===== src/mcbd_pkg.sv =====
// Shared types and constants for the mip chain box downsampler.
// Used by the level cell, the top level and the testbench.
// No dependencies.
package mcbd_pkg;

    localparam int MAX_SIZE_LOG2 = 10;
    localparam int LEVEL_W       = 4;
    localparam int COORD_W       = MAX_SIZE_LOG2;
    localparam int POS_W         = 9;
    localparam int CHAN_W        = 8;
    localparam int NUM_CHAN      = 4;
    localparam int PIX_W         = CHAN_W * NUM_CHAN;
    localparam int PSUM_W        = CHAN_W + 1;
    localparam int PAIR_W        = PSUM_W * NUM_CHAN;

    localparam logic [LEVEL_W-1:0] SIZE_RESET = LEVEL_W'(10);
    localparam logic [LEVEL_W-1:0] SIZE_MIN   = LEVEL_W'(1);
    localparam logic [LEVEL_W-1:0] SIZE_MAX   = LEVEL_W'(MAX_SIZE_LOG2);

    typedef logic [PIX_W-1:0]  pixel_t;
    typedef logic [PAIR_W-1:0] pair_t;

    // word handed from one level cell to the next
    typedef struct packed {
        logic   valid;
        pixel_t pix;
    } tok_t;

    // result word offered by a cell to the output register
    typedef struct packed {
        logic               fire;
        logic [LEVEL_W-1:0] level;
        logic [POS_W-1:0]   column;
        logic [POS_W-1:0]   line;
        pixel_t             pix;
        logic               last;
    } res_t;

endpackage


===== src/mcbd_level_cell.sv =====
// One mip level of the chain: position counters, held left pixel and the
// pair-sum logic that averages a 2x2 block. Uses mcbd_pkg; its line buffer
// sits in an mcbd_line_ram next to it.
module mcbd_level_cell (
    input  logic                          clk,
    input  logic                          rst_n,
    input  logic [mcbd_pkg::LEVEL_W-1:0]  cell_index,
    input  logic [mcbd_pkg::LEVEL_W-1:0]  levels,
    input  logic                          restart,
    input  mcbd_pkg::tok_t                tok_in,
    input  logic                          out_free,
    input  logic                          next_emit,
    output logic                          will_emit,
    output logic                          busy,
    output mcbd_pkg::tok_t                tok_out,
    output mcbd_pkg::res_t                res,
    output logic                          ram_wr_en,
    output logic [mcbd_pkg::POS_W-1:0]    ram_wr_addr,
    output mcbd_pkg::pair_t               ram_wr_data,
    output logic [mcbd_pkg::POS_W-1:0]    ram_rd_addr,
    input  mcbd_pkg::pair_t               ram_rd_data
);

    import mcbd_pkg::*;

    logic                 tok_valid_reg, tok_valid_next;
    pixel_t               tok_pix_reg;
    pixel_t               held_reg;
    logic [COORD_W-1:0]   col_reg, col_next;
    logic [COORD_W-1:0]   row_reg, row_next;
    logic [LEVEL_W-1:0]   side_log2;
    logic [COORD_W-1:0]   wrap_mask;
    logic                 col_last, row_last;
    logic                 fire;
    logic                 emit;
    pair_t                pair;
    pixel_t               avg_pix;

    // side of the level above is 2^(levels - index + 1)
    assign side_log2 = levels - cell_index + LEVEL_W'(1);
    assign wrap_mask = ~({COORD_W{1'b1}} << side_log2);
    assign col_last  = (col_reg == wrap_mask);
    assign row_last  = (row_reg == wrap_mask);

    // an odd column on an odd row closes a 2x2 block
    assign will_emit = col_reg[0] & row_reg[0];
    assign emit      = will_emit;
    assign fire      = tok_valid_reg && (!emit || out_free);
    assign busy      = tok_valid_reg;

    // position counters advance on every processed pixel
    always_comb
    begin
        col_next = col_reg;
        row_next = row_reg;
        if (fire)
        begin
            if (col_last)
            begin
                col_next = '0;
                row_next = row_last ? '0 : row_reg + COORD_W'(1);
            end
            else
            begin
                col_next = col_reg + COORD_W'(1);
            end
        end
    end

    // horizontal pair sums and the 2x2 average
    always_comb
    begin
        logic [PSUM_W:0] vsum;
        for (int ch = 0; ch < NUM_CHAN; ch++)
        begin
            pair[ch*PSUM_W +: PSUM_W] = PSUM_W'(held_reg[ch*CHAN_W +: CHAN_W])
                                      + PSUM_W'(tok_pix_reg[ch*CHAN_W +: CHAN_W]);
            vsum = (PSUM_W+1)'(ram_rd_data[ch*PSUM_W +: PSUM_W])
                 + (PSUM_W+1)'(pair[ch*PSUM_W +: PSUM_W]);
            avg_pix[ch*CHAN_W +: CHAN_W] = vsum[PSUM_W:2];
        end
    end

    // token stage
    always_comb
    begin
        tok_valid_next = tok_valid_reg;
        if (tok_in.valid)
        begin
            tok_valid_next = 1'b1;
        end
        else if (fire)
        begin
            tok_valid_next = 1'b0;
        end
    end

    always_ff @(posedge clk or negedge rst_n)
    begin
        if (!rst_n)
        begin
            tok_valid_reg <= 1'b0;
            col_reg       <= '0;
            row_reg       <= '0;
        end
        else if (restart)
        begin
            tok_valid_reg <= 1'b0;
            col_reg       <= '0;
            row_reg       <= '0;
        end
        else
        begin
            tok_valid_reg <= tok_valid_next;
            col_reg       <= col_next;
            row_reg       <= row_next;
        end
    end

    // payload registers
    always_ff @(posedge clk)
    begin
        if (tok_in.valid)
        begin
            tok_pix_reg <= tok_in.pix;
        end
        if (fire && !col_reg[0])
        begin
            held_reg <= tok_pix_reg;
        end
    end

    // line buffer: even rows store, odd rows read back
    assign ram_wr_en   = fire && col_reg[0] && !row_reg[0];
    assign ram_wr_addr = col_reg[COORD_W-1:1];
    assign ram_wr_data = pair;
    assign ram_rd_addr = col_next[COORD_W-1:1];

    // hand the average to the next level
    assign tok_out.valid = fire && emit && (cell_index != levels);
    assign tok_out.pix   = avg_pix;

    assign res.fire   = fire && emit;
    assign res.level  = cell_index;
    assign res.column = col_reg[COORD_W-1:1];
    assign res.line   = row_reg[COORD_W-1:1];
    assign res.pix    = avg_pix;
    assign res.last   = (cell_index == levels) || !next_emit;

endmodule


===== config.mk =====
export PLATFORM = sky130hd
export DESIGN_NAME = mcbd_level_cell
export DESIGN_NICKNAME = d
export VERILOG_FILES = /design/src/mcbd_pkg.sv /design/src/mcbd_level_cell.sv
export SDC_FILE = /design/constraint.sdc
export NUM_CORES = 1
export LEC_CHECK = 0
export BUFFER_PORTS_ARGS = -buffer_cell sky130_fd_sc_hd__clkbuf_2
export CORE_ASPECT_RATIO = 0.5
export CORE_MARGIN = 2
export CORE_UTILIZATION = 51
export CTS_CLUSTER_DIAMETER = 30
export DETAILED_ROUTE_END_ITERATION = 10
export PLACE_DENSITY = 0.83
export SKIP_LAST_GASP = 1
export SYNTH_ARGS = -nofsm -noshare
export SYNTH_HDL_FRONTEND = slang
export SYNTH_SLANG_ARGS = --single-unit

===== constraint.sdc =====
create_clock -name clk -period 4.5 [get_ports clk]
set_clock_uncertainty 0.1 [all_clocks]
set_input_delay 0.45 -clock clk [delete_from_list [all_inputs] [get_ports clk]]
set_output_delay 0.45 -clock clk [all_outputs]
set_load 0.02 [all_outputs]

Yosys cells after proc, flatten, opt, wreduce, memory -nomap -nowiden --
Cells that the tools add are included.
Word-level totals: flip-flop bits (word level) 85, input port bits 82, output and inout port bits 146, logic and storage cells 51
Cells by class: add/subtract/negate cells 12, equal/unequal tests 4, shift-type cells 1, multiplexer cells 10, bitwise gates (word level) 2, reductions and logical operators 16
Operator list (number):
- $mux W10 | 7
- $add A9 B9 Y10 | 4
- $add A8 B8 Y9 | 4
- $add A10 B1 Y10 const B | 2
- $eq A10 B10 Y1 | 2
- $not A10 Y10 | 1
- $shl A10 B4 Y10 const A | 1
- $logic_and A1 B1 Y1 | 6
- $add A4 B1 Y4 const B | 1
- $eq A4 B4 Y1 | 1
- $logic_not A1 Y1 | 4
- $ne A4 B4 Y1 | 1
- $reduce_bool A2 Y1 | 2
- $sub A4 B4 Y4 | 1
- $mux W1 | 3
- $reduce_bool A3 Y1 | 1
- $logic_or A1 B1 Y1 | 2
- $reduce_and A2 Y1 | 1
- $and A1 B1 Y1 | 1

Logic depth before layout (Yosys ltp) --
Gate-level depths: netlist (run 1).
depth in word-level cells 9, mapped depth 14, depth with buffers taken out 13

Worst setup path after synthesis (run 1) --
No wires, ideal clock.
path type register -> output, start reg tok_pix_reg[24], end out tok_out[31] (netlist bit), arrival 3529 ps, data required time 3950 ps, path slack 421 ps, stages on the path, launching flop included 13, buffers on the path 1, path through edfxtp_1 -> ha_1 -> fa_1 -> xor2_1 -> ha_1 -> nor2b_1 -> o21a_1 -> o21a_1 -> o21a_1 -> or2_2 -> a2111oi_0 -> nor3_1 -> buf_4
RTL lines:
- start, declared | RTL line mcbd_level_cell.sv:27 | pixel_t tok_pix_reg;
- start signal, assigned | RTL line mcbd_level_cell.sv:125 | tok_pix_reg <= tok_in.pix;
- end, declared | RTL line mcbd_level_cell.sv:15 | output mcbd_pkg::tok_t tok_out,

==> results.md, run 1 <==
- Status: finished, final reports clean
- Seq cells post-synth: 85
- Synthesis-to-layout area growth: 18.7%
- Number of synthesized flops with an enable pin: between 60 and 70
- CTS tree: yes
- Placed Area: 7300 sq um
- Core area: 12100 sq um
- Main synth FF type: edfxtp_1
- Post-DRT Antenna Nets: 0
- DIE HEIGHT: 83.5 um
- Final Hold Viols: 0
- Most frequent cells after synthesis: ha_1 (73), buf_4 (64), edfxtp_1 (64)
- Yosys cell types: 57
- Final instance area: about 7600 sq um
- IO Count: roughly 230
- Die ar.: 13600 sq um
- Residual DRC count: 0
- CTS buffer count: 9
- Root Driver: clkbuf_16
- Share of layout cells above drive strength 1: 0.328
- Starting DRC count in detailed routing: 291
- Synthesis Warnings: 0
- Routed len/inst: between 10 and 15 um
- Placement row count: 28
- DIE WIDTH: 163 um
- Routability cong.: 0.923
- Initial Util: 0.535
- Cells after synthesis: 647
- Max-slew headroom: 0.173
- RSZ-0062 raised after global routing: false
- Final Max Tran Viols: 0
- Initial antenna violation count: 0
- Port buffer count: 227
- Final min period: 4310 ps
- VDD IR-drop max: 0.251 mV
- Crit Path Class: flop to primary output
- Lkg Pwr: around 3.6 nW
- Setup-failing EPs final: 0
- # diodes: 0
- Leading area contributor after synthesis: edfxtp_1
- Fillers: 1002
- Syn Area/Cell: between 9 and 10 sq um
- Critical Path AT: 3760 ps
- Critical path peak fanout: 3
- Clk sinks: 85
- Clock insertion delay at the later pin of the skew report: 330 ps
- GR Util All Layers: 0.204
- Startpoint types: flop
- Hpwl dp: 11.4 mm
- Count leader, synth: ha_1
- CTS Buffer Depth: 2
- Total power: about 0.0033 W
- Slew @ Worst Pin: around 1200 ps
- DR vias: 5235
- Pwr Density: 435 nW/um^2
- Max H-tree Level: 3
- Largest net degree at the start of global routing: 34
- Final Net Count: a little under 1k
- PnR worst setup slack: ~190 ps
- Synthesized net count: 807
- Top post-synthesis cells by area: edfxtp_1 (30%), ha_1 (14%), dfrtp_1 (8.2%), buf_4 (7.5%), xnor2_1 (5.4%)
- DRT Pass-1 Iters: 5
- Crit end category: primary output
- First-pass GRT wire length: 22.6 mm
- Post-synthesis cell area: 6440 sq um
- Routed WL: 14.2 mm
- MaxCap Viol Count: 0
- Number of global-route vias before repair: 4850
- Maximum clock frequency: between 200 and 250 MHz
- Dpl ws: roughly 150 ps
- Seq/Total Area, Yosys: 0.380
- Setup TNS: 0 ps
- Avg Vias per Cell: between 5 and 6
- Crit share post-route: 0.958
- Hold Path Class: input port to flop
- Post-synthesis async set-or-reset flop share: 0.247
- Area fraction of the dominant cell type after synthesis: 0.298
- CTS clk-pin slew, worst paths: 60 ps
- Worst EP required: 3950 ps
- Gr ovfl total: 0
- Hold WS: 191 ps
-- metrics by stage --
step	util	instances
final	0.635	984
after global routing	0.635	984
after CTS	0.633	984
after detailed placement	0.606	967
after global placement	0.606	967
after floorplan	-	647
-- worst paths after layout --
| kind | slack [ps] | cells after the start | end | startpoint |
|---|---|---|---|---|
| setup / recovery | 190 | 12 | res[32] | tok_pix_reg[24] |
| hold / removal | 190 | 1 | tok_pix_reg[27] | tok_in[27] |
| setup reg to reg | 1650 | 7 | row_reg[9] | col_reg[4] |
| hold reg to reg | 360 | 0 | held_reg[24] | tok_pix_reg[24] |
| max in group asynchronous | 3400 | 2 | row_reg[3] | rst_n |
| min in group asynchronous | 530 | 2 | col_reg[6] | rst_n |
-- logic make-up after synthesis --
family                   synth area share
AND/OR/NAND/NOR                     0.144
multiplexers                      0.00641
flip-flops                          0.380
adder cells (fa/ha/maj)             0.157
buffers and inverters              0.0994
XOR/XNOR                           0.0759
AO/OA/AOI/OAI                       0.137
-- power by group --
group	switching (W)	internal [W]	total (W)
Clock	0.000297	0.000448	0.000745
Combinational	0.00107	0.000591	0.00166
Sequential	0.0000255	0.000894	0.000920
Total	0.00139	0.00193	0.00333
-- worst max-delay path: stages, from the launching register on --
cell,delay [ps]
edfxtp_1,390
ha_1,240
fa_1,550
ha_1,250
a31oi_1,290
nor2b_1,100
o21a_1,210
o21a_1,200
o21a_1,200
or2_2,320
a2111oi_2,380
nor3_1,120
clkbuf_2,170
-- cell type report --
class                      count  area [sq um]  area share
tap                          165           206      0.0270
multi-input combinational    458          3390       0.443
inverter                      24          90.1      0.0118
sequential                    85          2450       0.320
clock inverter                 6          71.3     0.00932
clock buffer                  10           239      0.0312
timing repair buffer         236          1210       0.158
-- layer usage --
metal / share of wire / track usage / routed length [um] / vias up
met4: 0.015 / 0.0668 / 217 / 0
met5: 0 / 0 / 0 / -
met3: 0.052 / 0.0373 / 733 / 22
met1: 0.43 / 0.249 / 6120 / 2442
met2: 0.50 / 0.366 / 7110 / 167
li1: - / - / - / 2604
-- cells in the final DEF, fill, tap and decap left out, drive strengths merged, types with 4 or more instances in the layout --
cell / synthesis / routed
ha: 73 / 73
or2: 6 / 6
dfrtp: 21 / 21
nor2: 55 / 55
nand2b: 10 / 10
and3: 5 / 5
xnor2: 40 / 40
o41ai: 7 / 7
a21oi: 37 / 37
o21bai: 14 / 14
nor3: 34 / 34
nand2: 27 / 27
nand3: 12 / 12
a31oi: 7 / 7
inv: 24 / 25
xor2: 15 / 15
buf: 67 / 8
or4: 4 / 4
nor2b: 20 / 20
edfxtp: 64 / 64
o21ai: 31 / 31
a21o: 6 / 6
fa: 5 / 5
clkbuf: 13 / 237
o21a: 11 / 11
-- what timing repair did --
item                                   CTS  global route
setup buffers                            0             0
resized for setup                        0             6
hold buffers                             1             0
setup endpoints to repair                0             6
endpoints found under the hold margin   12             0
No activity file was read; power rests on OpenSTA's default activity.
==> run 2: changes to the inputs <==
Settings changed: REMOVE_ABC_BUFFERS set to 1.
==> run 2 against run 1 <==
Net effect:
- first-iteration DRC count is 30% lower
- combinational power about the same
- critical endpoint is now ram_rd_addr[1]
- sequential share of layout area is 0.073 points higher
- global-route usage grew 0.36 points
- core utilization is 0.15 points lower
- worst hold slack worse by 190 ps
- via count is 0.99% lower
==> results.md, run 2 (synthesized netlist as in run 1, its figures left out) <==
- Clk sinks: 85
- Most common cell after layout, fill and taps aside: clkbuf_2
- Max H-tree Level: 3
- Status: finished, final reports clean
- Top delay family on crit path: simple AND/OR/NAND/NOR gates
- Final min period: 4280 ps
- Number of global-route vias before repair: ~4.8k
- Commonest non-fill, non-tap cells in the layout: clkbuf_2 (227), ha_1 (73), edfxtp_1 (64), nor2_1 (55), xnor2_1 (39)
- Crit share post-route: 0.952
- Dpl ws: 224 ps
- Synthesis-to-layout area growth: 18.4%
- Buf+Inv Stages, Crit Path: 3
- Reg2reg setup slack: ~1700 ps
- Initial Util: 0.535
- Setup-failing EPs final: 0
- Crit Path Class: input port to primary output
- Max-slew headroom: 0.374
- DR vias: 5183
- Critical path peak fanout: 12
- Worst r2r src: col_reg[6]
- Final Net Count: about 970
- Critical Path AT: 3730 ps
- GR Util All Layers: 0.208
- Pwr Density: between 400 and 500 nW/um^2
- Setup TNS: 0 ps
- PnR worst setup slack: between 200 and 250 ps
- Crit-path slowest cell: fa_1
- Avg Vias per Cell: 5.27
- CTS buffer count: 9
- Core area: 12100 sq um
- Cts hold-fix bufs: 0
- Lkg Pwr: 3.55 nW
- CTS tree: yes
- First-pass GRT wire length: 23.2 mm
- Hold Path Class: input port to asynchronous set/reset pin
- MaxCap Viol Count: 0
- Fillers: approximately 1.0k
- Critical Path, Cell by Cell: clkbuf_2 -> ha_1 -> nand2b_1 -> fa_1 -> xnor2_1 -> xor2_1 -> buf_4 -> a21oi_1 -> o41ai_2 -> o21ai_1 -> nor3_2 -> a21oi_1 -> or2_2 -> clkbuf_2
- Starting DRC count in detailed routing: 204
- Gr ovfl total: 0
- Routability cong.: 0.858
- Maximum clock frequency: 233 MHz
- Port buffer count: 227
- CP max stage delay: around 420 ps
- Root Driver: clkbuf_16
- Routed WL: 14.3 mm
- CTS Buffer Depth: 2
- CTS clk-pin slew, worst paths: 60 ps
- IO Count: 228
- Initial antenna violation count: 0
- Clock insertion delay at the later pin of the skew report: 330 ps
- R2R Path End: row_reg[9]
- VDD IR-drop max: 0.271 mV
- Path depth of the worst reg2reg path: 7
- RSZ-0062 raised after global routing: false
- # diodes: 0
- Slew @ Worst Pin: 937 ps
- DIE HEIGHT: approximately 83 um
- Largest net degree at the start of global routing: 34
- Crit end category: primary output
- Post-DRT Antenna Nets: 0
- Residual DRC count: 0
- Startpoint types: input port
- Final Max Tran Viols: 0
- Routed len/inst: 14.6 um
- FF/Latch Area: 2450 sq um
- Utilization after layout: 0.633
- Share of layout cells above drive strength 1: 0.330
- Die ar.: between 10000 and 15000 sq um
- Final Hold Viols: 0
- DRT Pass-1 Iters: 4
- Placement row count: 28
- Footprint of the multi-input gates: 3400 sq um
- Hpwl dp: 11.3 mm
- Worst EP required: between 3000 and 4000 ps
- DIE WIDTH: 163 um
run 2: cell count changes in the layout (fill, tap and decap cells not counted), sizes merged:
cell,before,now
dlygate4sd3,1,0
clkinv,2,3
buf,8,9
inv,25,24
clkinvlp,2,1
run 2: timing repair:
action | CTS | global route
buffers inserted | 0 | 0
setup endpoints to repair | 0 | 10
resized for setup | 0 | 9
run 2: how the worst max path moves through the flow:
stage                         start        endpoint  cells after the start
floorplan                 levels[1]  ram_rd_addr[4]                     11
global placement      cell_index[1]  ram_rd_addr[1]                     14
detailed placement    cell_index[1]      row_reg[9]                     11
CTS                 tok_pix_reg[24]         res[32]                     12
global route         tok_pix_reg[0]          res[8]                     12
finish                cell_index[1]  ram_rd_addr[1]                     14
run 2: report_power, final:
group          switching [W]  total [W]  internal, W
registers          0.0000263   0.000921     0.000895
logic                0.00107    0.00166     0.000591
clock network       0.000279   0.000703     0.000424
total                0.00138    0.00329      0.00191
run 2: cell type report:
cell class | count | area share
Inverter | 24 | 0.0118
Clock inverter | 5 | 0.00689
Clock buffer | 10 | 0.0300
Multi-Input combinational cell | 458 | 0.446
Timing Repair Buffer | 236 | 0.158
Sequential cell | 85 | 0.321
Tap cell | 165 | 0.0270
run 2: through the flow:
step           instances  cell area (sq um)  hold slack, ps  power [W]
2_1_floorplan        567               5890            54.4    0.00204
3_3_place_gp         968               7310             340    0.00254
3_5_place_dp         968               7310             346    0.00258
4_1_cts              983               7590            15.8    0.00330
5_1_grt              983               7630            34.2    0.00349
6_report             983               7630            3.47    0.00329
run 2: per-layer routing:
| metal | vias up | global-route usage | routed length [um] |
|---|---|---|---|
| li1 | 2607 | - | - |
| met3 | 23 | 0.0378 | 624 |
| met4 | 0 | 0.0523 | 217 |
| met1 | 2407 | 0.267 | 6230 |
| met2 | 146 | 0.362 | 7230 |
| met5 | - | 0 | 0 |
